$ cat src/seven_segment_value_display_assert.svh
// Assertion macros shared by the seven-segment display RTL.
// Each macro expects a signal named clk, and SVD_ASSERT_CLK also arst_n, in the using module.
`ifndef SEVEN_SEGMENT_VALUE_DISPLAY_ASSERT_SVH
`define SEVEN_SEGMENT_VALUE_DISPLAY_ASSERT_SVH

// Clocked check that is switched off while reset is asserted.
`define SVD_ASSERT_CLK(label, prop, msg) \
	label: assert property (@(posedge clk) disable iff (!arst_n) prop) \
		else $error(msg);

// Clocked check that also holds while reset is asserted.
`define SVD_ASSERT_ANY(label, prop, msg) \
	label: assert property (@(posedge clk) prop) else $error(msg);

`endif

$ cat src/svd_pkg.sv
// Package for the seven-segment value display: mode codes, symbol codes,
// thresholds, reciprocal constants and the segment decoder. No dependencies.
`timescale 1ns / 1ps

package svd_pkg;

	typedef enum logic [1:0] {
		MODE_SHOW   = 2'd0,
		MODE_TICK   = 2'd1,
		MODE_TARGET = 2'd2
	} svd_mode_t;

	localparam logic [3:0] SYM_BAR   = 4'd10;
	localparam logic [3:0] SYM_BLANK = 4'd11;

	localparam logic [19:0] NEAR_MILLI   = 20'd5000;
	localparam logic [19:0] FAR_MILLI    = 20'd50000;
	localparam logic [19:0] RANGE_HI     = 20'd99900;
	localparam logic [19:0] RANGE_MID    = 20'd9990;
	localparam logic [19:0] TARGET_RESET = 20'd100000;

	// Scan position 4 is the degree mark; as a point position it lights nothing.
	localparam logic [2:0] SCAN_LAST   = 3'd4;
	localparam logic [2:0] POINT_RESET = 3'd1;
	localparam logic [2:0] POINT_HI    = 3'd4;
	localparam logic [2:0] POINT_MID   = 3'd2;
	localparam logic [2:0] POINT_LO    = 3'd3;

	localparam logic [6:0] SEG_C = 7'h04;

	// Exact division of a 20-bit value by a constant d: multiply by
	// ceil(2^s / d) with s = 20 + ceil(log2 d), then keep the bits above s.
	localparam int VALUE_W = 20;
	localparam int MUL_W   = 21;
	localparam int PROD_W  = VALUE_W + MUL_W;

	localparam int DIV10_SHIFT     = 24;
	localparam int DIV100_SHIFT    = 27;
	localparam int DIV1000_SHIFT   = 30;
	localparam int DIV10000_SHIFT  = 34;
	localparam int DIV100000_SHIFT = 37;

	localparam logic [MUL_W-1:0] DIV10_MUL =
		MUL_W'(((64'd1 << DIV10_SHIFT) + 64'd9) / 64'd10);
	localparam logic [MUL_W-1:0] DIV100_MUL =
		MUL_W'(((64'd1 << DIV100_SHIFT) + 64'd99) / 64'd100);
	localparam logic [MUL_W-1:0] DIV1000_MUL =
		MUL_W'(((64'd1 << DIV1000_SHIFT) + 64'd999) / 64'd1000);
	localparam logic [MUL_W-1:0] DIV10000_MUL =
		MUL_W'(((64'd1 << DIV10000_SHIFT) + 64'd9999) / 64'd10000);
	localparam logic [MUL_W-1:0] DIV100000_MUL =
		MUL_W'(((64'd1 << DIV100000_SHIFT) + 64'd99999) / 64'd100000);

	// Quotients of one value by the powers of ten.
	typedef struct packed {
		logic [16:0] q10;
		logic [13:0] q100;
		logic [10:0] q1000;
		logic [6:0]  q10000;
		logic [3:0]  q100000;
	} svd_quot_t;

	function automatic logic [6:0] seg_decode(input logic [3:0] sym);
		logic [6:0] seg;
		case (sym)
			4'd0:    seg = 7'h3F;
			4'd1:    seg = 7'h06;
			4'd2:    seg = 7'h5B;
			4'd3:    seg = 7'h4F;
			4'd4:    seg = 7'h66;
			4'd5:    seg = 7'h6D;
			4'd6:    seg = 7'h7D;
			4'd7:    seg = 7'h07;
			4'd8:    seg = 7'h7F;
			4'd9:    seg = 7'h6F;
			SYM_BAR: seg = 7'h40;
			default: seg = 7'h00;
		endcase
		return seg;
	endfunction

endpackage

$ cat src/svd_channels.sv
// Valid/ready channel interfaces of the seven-segment value display:
// the command channel and the display channel. No dependencies.
`timescale 1ns / 1ps

interface svd_cmd_if;
	logic        valid;
	logic        ready;
	logic [1:0]  mode;
	logic [19:0] value_milli;

	modport source(output valid, mode, value_milli, input ready);
	modport sink(input valid, mode, value_milli, output ready);
endinterface

interface svd_disp_if;
	logic       valid;
	logic       ready;
	logic [2:0] digit_select;
	logic [6:0] segments;
	logic       decimal_point;

	modport source(output valid, digit_select, segments, decimal_point, input ready);
	modport sink(input valid, digit_select, segments, decimal_point, output ready);
endinterface

$ cat src/seven_segment_value_display.sv
// Top level of the seven-segment value display.
// Depends on svd_pkg, svd_channels (interfaces), svd_quot and the assert header.
//
// Usage:
// The cmd channel takes one item per command: show a value, advance the scan
// position, or set a target and enter direction mode. Every accepted item
// gives exactly one item on the disp channel: the scan position now lit, its
// segment drive and its decimal point, as they stand after the command.
// On the way from acceptance to disp.valid, the first register
// holds the command and its quotients by the powers of ten (one multiplier
// per divisor), the second holds the updated display state and the result.
// Throughput is one item per cycle while disp.ready is high.
// When the receiver stalls, the result is held and the command register
// still takes one more item; cmd.ready then falls until disp.ready returns.
// Reset clears both stages, shows digit 0 on all positions with the point
// on position 1, selects position 0, and sets the target to 100.000.
`timescale 1ns / 1ps

`include "seven_segment_value_display_assert.svh"

module seven_segment_value_display
	import svd_pkg::*;
(
	input  logic          clk,
	input  logic          arst_n,
	svd_cmd_if.sink       cmd,
	svd_disp_if.source    disp
);

	function automatic logic [3:0] digit_of(input logic [3:0] hi, input logic [3:0] lo);
		logic [3:0] lo10;
		lo10 = lo * 4'd10;
		return hi - lo10;
	endfunction

	// Stage 1: command and quotients.
	logic        valid_s1;
	logic [1:0]  mode_s1;
	logic [19:0] value_s1;
	svd_quot_t   quot_s1;
	svd_quot_t   quot_c;
	logic        advance;

	// Display state.
	logic [3:0]  digit_q [4];
	logic [2:0]  scan_q;
	logic [2:0]  point_q;
	logic        degree_q;
	logic        num_disp_q;
	logic        auto_q;
	logic [19:0] target_q;

	logic [3:0]  digit_nxt [4];
	logic [2:0]  scan_nxt;
	logic [2:0]  point_nxt;
	logic        degree_nxt;
	logic        num_disp_nxt;
	logic        auto_nxt;
	logic [19:0] target_nxt;

	// Output register.
	logic        out_valid_q;
	logic [2:0]  out_sel_q;
	logic [6:0]  out_seg_q;
	logic        out_dp_q;

	logic [3:0]  dig10, dig100, dig1000, dig10000, dig100000;
	logic [20:0] value_ext, target_ext;
	logic        near, below, far_below, far_above;
	logic [6:0]  seg_c;
	logic        dp_c;

	assign advance   = !out_valid_q || disp.ready;
	assign cmd.ready = !valid_s1 || advance;

	svd_quot u_quot (
		.value_milli(cmd.value_milli),
		.quot       (quot_c)
	);

	always_ff @(posedge clk or negedge arst_n) begin
		if (!arst_n) begin
			valid_s1 <= 1'b0;
		end else if (cmd.ready) begin
			valid_s1 <= cmd.valid;
		end
	end

	always_ff @(posedge clk) begin
		if (cmd.valid && cmd.ready) begin
			mode_s1  <= cmd.mode;
			value_s1 <= cmd.value_milli;
			quot_s1  <= quot_c;
		end
	end

	// Decimal digits of the stage 1 value.
	assign dig10     = digit_of(quot_s1.q10[3:0], quot_s1.q100[3:0]);
	assign dig100    = digit_of(quot_s1.q100[3:0], quot_s1.q1000[3:0]);
	assign dig1000   = digit_of(quot_s1.q1000[3:0], quot_s1.q10000[3:0]);
	assign dig10000  = digit_of(quot_s1.q10000[3:0], quot_s1.q100000);
	assign dig100000 = (quot_s1.q100000 >= 4'd10) ? quot_s1.q100000 - 4'd10
		: quot_s1.q100000;

	assign value_ext  = {1'b0, value_s1};
	assign target_ext = {1'b0, target_q};
	assign near       = (value_ext < target_ext + {1'b0, NEAR_MILLI})
		&& (value_ext + {1'b0, NEAR_MILLI} > target_ext);
	assign below      = value_s1 < target_q;
	assign far_below  = (target_q - value_s1) > FAR_MILLI;
	assign far_above  = (value_s1 - target_q) > FAR_MILLI;

	always_comb begin
		digit_nxt    = digit_q;
		scan_nxt     = scan_q;
		point_nxt    = point_q;
		degree_nxt   = degree_q;
		num_disp_nxt = num_disp_q;
		auto_nxt     = auto_q;
		target_nxt   = target_q;
		case (mode_s1)
			MODE_SHOW: begin
				if (!num_disp_q) begin
					degree_nxt = 1'b0;
					if (near) begin
						num_disp_nxt = 1'b1;
					end else if (below) begin
						digit_nxt[0] = SYM_BLANK;
						digit_nxt[1] = SYM_BLANK;
						digit_nxt[2] = SYM_BAR;
						digit_nxt[3] = far_below ? SYM_BAR : SYM_BLANK;
					end else begin
						digit_nxt[0] = far_above ? SYM_BAR : SYM_BLANK;
						digit_nxt[1] = SYM_BAR;
						digit_nxt[2] = SYM_BLANK;
						digit_nxt[3] = SYM_BLANK;
					end
				end else if (!auto_q) begin
					digit_nxt[0] = dig100;
					digit_nxt[1] = dig1000;
					digit_nxt[2] = dig10000;
					digit_nxt[3] = dig100000;
				end else begin
					degree_nxt   = 1'b1;
					digit_nxt[0] = SYM_BLANK;
					if (value_s1 > RANGE_HI) begin
						point_nxt    = POINT_HI;
						digit_nxt[1] = dig1000;
						digit_nxt[2] = dig10000;
						digit_nxt[3] = dig100000;
					end else if (value_s1 > RANGE_MID) begin
						point_nxt    = POINT_MID;
						digit_nxt[1] = dig100;
						digit_nxt[2] = dig1000;
						digit_nxt[3] = dig10000;
					end else begin
						point_nxt    = POINT_LO;
						digit_nxt[1] = dig10;
						digit_nxt[2] = dig100;
						digit_nxt[3] = dig1000;
					end
				end
			end
			MODE_TICK: begin
				scan_nxt = (scan_q == SCAN_LAST) ? 3'd0 : scan_q + 3'd1;
			end
			MODE_TARGET: begin
				target_nxt   = value_s1;
				num_disp_nxt = 1'b0;
				auto_nxt     = 1'b1;
			end
			default: begin
			end
		endcase
	end

	// The result shows the display after this item has taken effect.
	always_comb begin
		if (scan_nxt == SCAN_LAST) begin
			seg_c = degree_nxt ? SEG_C : 7'h00;
			dp_c  = 1'b0;
		end else begin
			seg_c = seg_decode(digit_nxt[scan_nxt[1:0]]);
			dp_c  = (scan_nxt == point_nxt);
		end
	end

	always_ff @(posedge clk or negedge arst_n) begin
		if (!arst_n) begin
			for (int i = 0; i < 4; i++) begin
				digit_q[i] <= 4'd0;
			end
			scan_q      <= 3'd0;
			point_q     <= POINT_RESET;
			degree_q    <= 1'b0;
			num_disp_q  <= 1'b1;
			auto_q      <= 1'b0;
			target_q    <= TARGET_RESET;
			out_valid_q <= 1'b0;
		end else if (advance) begin
			out_valid_q <= valid_s1;
			if (valid_s1) begin
				digit_q    <= digit_nxt;
				scan_q     <= scan_nxt;
				point_q    <= point_nxt;
				degree_q   <= degree_nxt;
				num_disp_q <= num_disp_nxt;
				auto_q     <= auto_nxt;
				target_q   <= target_nxt;
			end
		end
	end

	always_ff @(posedge clk) begin
		if (advance && valid_s1) begin
			out_sel_q <= scan_nxt;
			out_seg_q <= seg_c;
			out_dp_q  <= dp_c;
		end
	end

	assign disp.valid         = out_valid_q;
	assign disp.digit_select  = out_sel_q;
	assign disp.segments      = out_seg_q;
	assign disp.decimal_point = out_dp_q;

	`SVD_ASSERT_ANY(a_scan_range, scan_q <= SCAN_LAST, "scan position out of range")
	`SVD_ASSERT_ANY(a_degree_needs_auto, degree_q |-> auto_q, "degree mark outside auto range")
	`SVD_ASSERT_CLK(a_tick_wraps, (valid_s1 && advance && mode_s1 == MODE_TICK) |=> (scan_q == (($past(scan_q) == SCAN_LAST) ? 3'd0 : $past(scan_q) + 3'd1)), "scan tick did not advance modulo five")
	`SVD_ASSERT_CLK(a_target_enters_dir, (valid_s1 && advance && mode_s1 == MODE_TARGET) |=> (!num_disp_q && auto_q && out_valid_q), "set target did not enter direction mode")
	`SVD_ASSERT_CLK(a_degree_no_point, (disp.valid && disp.digit_select == SCAN_LAST) |-> !disp.decimal_point, "point lit on the degree position")

endmodule

$ cat src/svd_quot.sv
// Divides a 20-bit value by 10, 100, 1000, 10000 and 100000 in parallel
// with reciprocal multipliers. Depends on svd_pkg.
`timescale 1ns / 1ps

module svd_quot
	import svd_pkg::*;
(
	input  logic [19:0] value_milli,
	output svd_quot_t   quot
);

	logic [PROD_W-1:0] p10;
	logic [PROD_W-1:0] p100;
	logic [PROD_W-1:0] p1000;
	logic [PROD_W-1:0] p10000;
	logic [PROD_W-1:0] p100000;

	assign p10     = PROD_W'(value_milli) * PROD_W'(DIV10_MUL);
	assign p100    = PROD_W'(value_milli) * PROD_W'(DIV100_MUL);
	assign p1000   = PROD_W'(value_milli) * PROD_W'(DIV1000_MUL);
	assign p10000  = PROD_W'(value_milli) * PROD_W'(DIV10000_MUL);
	assign p100000 = PROD_W'(value_milli) * PROD_W'(DIV100000_MUL);

	assign quot.q10     = p10[PROD_W-1:DIV10_SHIFT];
	assign quot.q100    = p100[PROD_W-1:DIV100_SHIFT];
	assign quot.q1000   = p1000[PROD_W-1:DIV1000_SHIFT];
	assign quot.q10000  = p10000[PROD_W-1:DIV10000_SHIFT];
	assign quot.q100000 = p100000[PROD_W-1:DIV100000_SHIFT];

endmodule
$ cat src/flat_wrapper.sv
// flat-port wrapper written by rule: the top's interface ports become plain ports
module seven_segment_value_display_flat import svd_pkg::*;
  (clk, arst_n, cmd_valid, cmd_mode, cmd_value_milli, cmd_ready, disp_valid, disp_digit_select, disp_segments, disp_decimal_point, disp_ready);
  svd_cmd_if cmd_i ();
  svd_disp_if disp_i ();
  input  logic clk;
  input  logic arst_n;
  input wire logic [$bits(cmd_i.valid)-1:0] cmd_valid;
  input wire logic [$bits(cmd_i.mode)-1:0] cmd_mode;
  input wire logic [$bits(cmd_i.value_milli)-1:0] cmd_value_milli;
  output wire logic [$bits(cmd_i.ready)-1:0] cmd_ready;
  output wire logic [$bits(disp_i.valid)-1:0] disp_valid;
  output wire logic [$bits(disp_i.digit_select)-1:0] disp_digit_select;
  output wire logic [$bits(disp_i.segments)-1:0] disp_segments;
  output wire logic [$bits(disp_i.decimal_point)-1:0] disp_decimal_point;
  input wire logic [$bits(disp_i.ready)-1:0] disp_ready;
  assign cmd_i.valid = cmd_valid;
  assign cmd_i.mode = cmd_mode;
  assign cmd_i.value_milli = cmd_value_milli;
  assign cmd_ready = cmd_i.ready;
  assign disp_valid = disp_i.valid;
  assign disp_digit_select = disp_i.digit_select;
  assign disp_segments = disp_i.segments;
  assign disp_decimal_point = disp_i.decimal_point;
  assign disp_i.ready = disp_ready;
  seven_segment_value_display u_core (.clk(clk), .arst_n(arst_n), .cmd(cmd_i), .disp(disp_i));
endmodule
$ cat config.mk
export PLATFORM = sky130hd
export DESIGN_NAME = seven_segment_value_display_flat
export DESIGN_NICKNAME = d
export VERILOG_FILES = /design/src/svd_pkg.sv /design/src/svd_channels.sv /design/src/seven_segment_value_display.sv /design/src/svd_quot.sv /design/src/flat_wrapper.sv
export VERILOG_INCLUDE_DIRS = /design/src /design/src/src
export SDC_FILE = /design/constraint.sdc
export NUM_CORES = 2
export LEC_CHECK = 0
export BUFFER_PORTS_ARGS = -buffer_cell sky130_fd_sc_hd__buf_2
export CORE_ASPECT_RATIO = 1.75
export CORE_MARGIN = 2
export CORE_UTILIZATION = 50
export CTS_CLUSTER_DIAMETER = 80
export CTS_CLUSTER_SIZE = 28
export DETAILED_ROUTE_END_ITERATION = 12
export HOLD_SLACK_MARGIN = 0.02
export PLACE_DENSITY = 0.76
export SLEW_MARGIN = 20
export SYNTH_ARGS = -nofsm -noshare
export SYNTH_HDL_FRONTEND = slang
export SYNTH_SLANG_ARGS = --single-unit
export TNS_END_PERCENT = 30
$ cat constraint.sdc
create_clock -name clk -period 4.97 [get_ports clk]
set_input_delay 0.994 -clock clk [delete_from_list [all_inputs] [get_ports clk]]
set_output_delay 0.994 -clock clk [all_outputs]
set_load 0.1 [all_outputs]
==> run summary <==
### Timing
* 6.819 ns — time the final worst path needs with I/O delays and setup
* 27 — setup-violating endpoint count in the final report
* 0.1467 GHz — Highest Clock Rate
* 30.75% — worst slew margin relative to its limit
* -1.849 ns — worst-case setup margin in the final layout
* 0 — final number of hold-violating endpoints
* 137.2% — Final Cycle Share
* 0 — count of final max-slew check failures
* 0.02748 ns — Final Skew
* true — unrepaired setup endpoints after global routing
* 1.025 ns — Least-Margin Pin Slew

### Placed design
* 108300 um — post-detailed-placement half-perimeter wirelength
* 38 — port bufs
* 1.075 — final weighted congestion in routability-driven placement
* 4976 — Placed Instances

### Worst setup path
* fa_2 — crit path max-delay cell type
* 8 — buffers plus inverters on the worst setup path
* 6.99 ns — data arrival at the endpoint of the critical path
* register — CP endpoint kind
* fa_2 — most common cell type on the critical path
* 0.54 ns — delay of the slowest critical-path stage
* 5.14 ns — required arrival time at the worst endpoint
* 4 — top fanout value on the critical path
* adder cells — Largest delay share family, worst path
* input pin to register — critical path class
* input pin — type of element launching the critical path

### Clocking
* 3 — deepest level of the CTS H-tree
* 100 — Num Clock Sinks
* built — TritonCTS clock tree
* 9 — total CTS buffers
* 0.10 ns — clock-pin transition on the worst setup and hold timing paths
* 0 — number of buffers added to fix hold violations after cts
* 2 — maximum clock insertion buffer count
* 0.41 ns — insertion delay to the later sink of the worst-skew pair
* clkbuf_16 — cell at the root of the clock tree

### Detailed routing
* 28470 — via count
* 6 — Pre-antenna DRT Iters
* 26.16 um — routed length per placed instance
* 0 — DRT antenna net count
* 131500 um — final wirelength
* 0 — drt drc
* 1940 — detailed router's first-iteration violation count
* 5.664 — via/cell ratio

### Layout
* 20.66% — fraction of layout cells with a size suffix above 1
* 5523 — Final #Nets
* 5563 — fill cell count
* 21.56% — area growth from synthesis to layout
* 5026 — non-filler instance count after layout

### Yosys
* 47.00% — fraction of registers with async set or reset after synthesis
* fa_1 35%, ha_1 28%, inv_1 11% — main area contributors after synthesis
* 0 — count of yosys warnings during synthesis
* 4940 — synthesized net count
* 81 — post-synth cell types
* 100 — flops & latches, synth
* 3522 — count of mapped cells out of synthesis
* 9.908 um^2 — mean instance size in the synthesized netlist
* fa_1 — library cell with the largest summed area after synthesis
* 7.960% — share of the yosys chip area belonging to registers
* edfxtp_1 — predominant post-synthesis flop cell
* 53 — number of synthesized flops with an enable pin
* 35.40% — area share of the largest cell type after synthesis
* 34890 um^2 — netlist area before placement

### Job
* 0 — number of maximum-capacitance violations

### GRT
* 11 — number of antenna violations at the first check in global routing
* 196100 um — global-route wire length before repair
* 38.26% — GR Util All Layers
* 31950 — via count of the first global-routing pass
* 0 — sum of overflow across all layers after global routing
* 39 — maximum number of pins on one net before global-route repair

### Status
* finished, violations left — run status
* negative setup slack — violations in the final reports

### Floorplan
* 50.32% — starting utilization of the core area
* 72000 um^2 — Die ar.
* 69350 um^2 — core region area
* 203.7 um — die width
* 39 — total I/O pin count
* 128 — # rows
* 353.5 um — chip height

### Hold path
* input pin to asynchronous set/reset pin — min-delay worst type

[sequential cells by signal (all words and copies together), names as in the netlist]
register,cells
u_core.auto_q,1
u_core.degree_q,1
u_core.digit_q,16
u_core.disp.decimal_point,1
u_core.disp.digit_select,3
u_core.disp.segments,7
u_core.disp.valid,1
u_core.mode_s1,2
u_core.num_disp_q,1
u_core.point_q,3
u_core.quot_s1,20
u_core.scan_q,3
u_core.target_q,20
u_core.valid_s1,1
u_core.value_s1,20
[worst register-to-register path: stages, from the launching register on]
cell	delay (ns)
edfxtp_1	0.44
ha_2	0.25
and3_4	0.21
nor3_2	0.04
a21o_1	0.20
o21ai_2	0.16
nor2b_4	0.19
nand3_1	0.10
xnor2_1	0.15
ha_1	0.30
nand3_1	0.11
buf_4	0.17
nor4_4	0.27
buf_6	0.16
nand2_1	0.10
nor3b_1	0.19
a211oi_2	0.34
nor2_2	0.10
nor4b_1	0.33
o32ai_1	0.20
o211a_1	0.17
o31a_1	0.32
ha_2	0.27
o21ai_0	0.17
a21oi_1	0.08
[cell type report]
class | instances | area (um^2) | share of cell area [%]
inverter | 1014 | 3855 | 9.088
timing repair buffer | 605 | 5027 | 11.85
multi-input combinational | 2375 | 29290 | 69.06
clock inverter | 7 | 86.33 | 0.2035
clock buffer | 9 | 225.2 | 0.5309
antenna | 6 | 15.01 | 0.03540
sequential | 100 | 2778 | 6.548
tap | 910 | 1139 | 2.684
[metrics by stage]
stage	setup WS, ns	hold slack [ns]	TNS [ns]	area (um^2)	utilization (%)
6_report	-1.849	0.4480	-33.12	42420	61.17
5_1_grt	-2.015	0.4598	-37.71	42410	61.15
4_1_cts	-1.744	0.4525	-31.19	42110	60.73
3_5_place_dp	-2.968	0.4763	-52.29	40410	58.27
3_3_place_gp	-2.894	0.4651	-51.19	40410	58.27
2_1_floorplan	-1.807	0.4390	-28.13	34980	-
[timing repair]
action                     CTS  global route
resized for setup          240            64
setup endpoints to repair   28            27
gates cloned                 1             0
pin swaps                  118            60
setup buffers               23             9
[logic make-up (layout without fill, tap and decap cells)]
| family | Yosys count | count (layout) | synth area share (%) |
|---|---|---|---|
| buf+inv | 1047 | 1635 | 11.29 |
| xor+xnor | 120 | 120 | 3.012 |
| other cells | 0 | 6 | 0 |
| simple gates | 409 | 409 | 5.855 |
| mux | 13 | 13 | 0.3837 |
| fa+ha+maj | 1392 | 1392 | 63.19 |
| flops | 100 | 100 | 7.960 |
| compound gates | 441 | 441 | 8.315 |
[placed cells by master, fill, tap and decap left out, drive strengths merged, types with 18 or more instances in the layout]
cell,instances
nor3,33
a21o,50
and3,18
dfrtp,39
nand4,24
inv,1008
nor2b,21
a211oi,19
nor2,85
nand2,111
a21oi,125
xnor2,98
fa,617
nand2b,18
nand3,37
ha,775
xor2,22
o21ai,104
edfxtp,53
buf,602
[cells in the mapped netlist (8+ instances only)]
master,n
ha_1,775
inv_1,1014
xor2_1,22
nor2_1,83
nand3_1,37
nand2_1,111
o31ai_1,13
dfstp_2,8
or2_2,8
mux2i_1,10
clkbuf_1,29
edfxtp_1,53
nor4_1,11
o21a_1,15
a21oi_1,125
a211oi_1,19
o21ai_0,103
and2_1,12
nor3_1,33
or3_1,11
dfrtp_1,39
xnor2_1,98
a21o_1,50
nand2b_1,18
and3_1,18
fa_1,617
nand4_1,24
nor2b_1,20
[routing by layer]
layer  global-route usage (%)  part of all wire, %  vias to the layer above
li1                         -                    -                    12440
met1                    34.85                   30                    14060
met2                    63.78                   48                     1195
met3                    11.85                  7.5                      774
met4                    41.91                   14                        8
met5                        0                0.046                        -
[worst paths after layout]
path | cells past startpoint | slack (ns) | from | endpoint
max in group asynchronous | 2 | 3.61 | arst_n | u_core.target_q[8]
worst max-delay path | 25 | -1.85 | cmd_value_milli[12] | u_core.quot_s1[25]
worst max register to register | 24 | -0.32 | u_core.value_s1[3] | u_core.disp.segments[1]
worst min register to register | 2 | 0.49 | u_core.point_q[1] | u_core.point_q[1]
worst min-delay path | 1 | 0.45 | arst_n | u_core.digit_q[1]
min in group clk | 2 | 0.49 | u_core.point_q[1] | u_core.point_q[1]
Power is not shown: default switching activity piles up to over one toggle a cycle in this logic, so the estimate is an artifact.
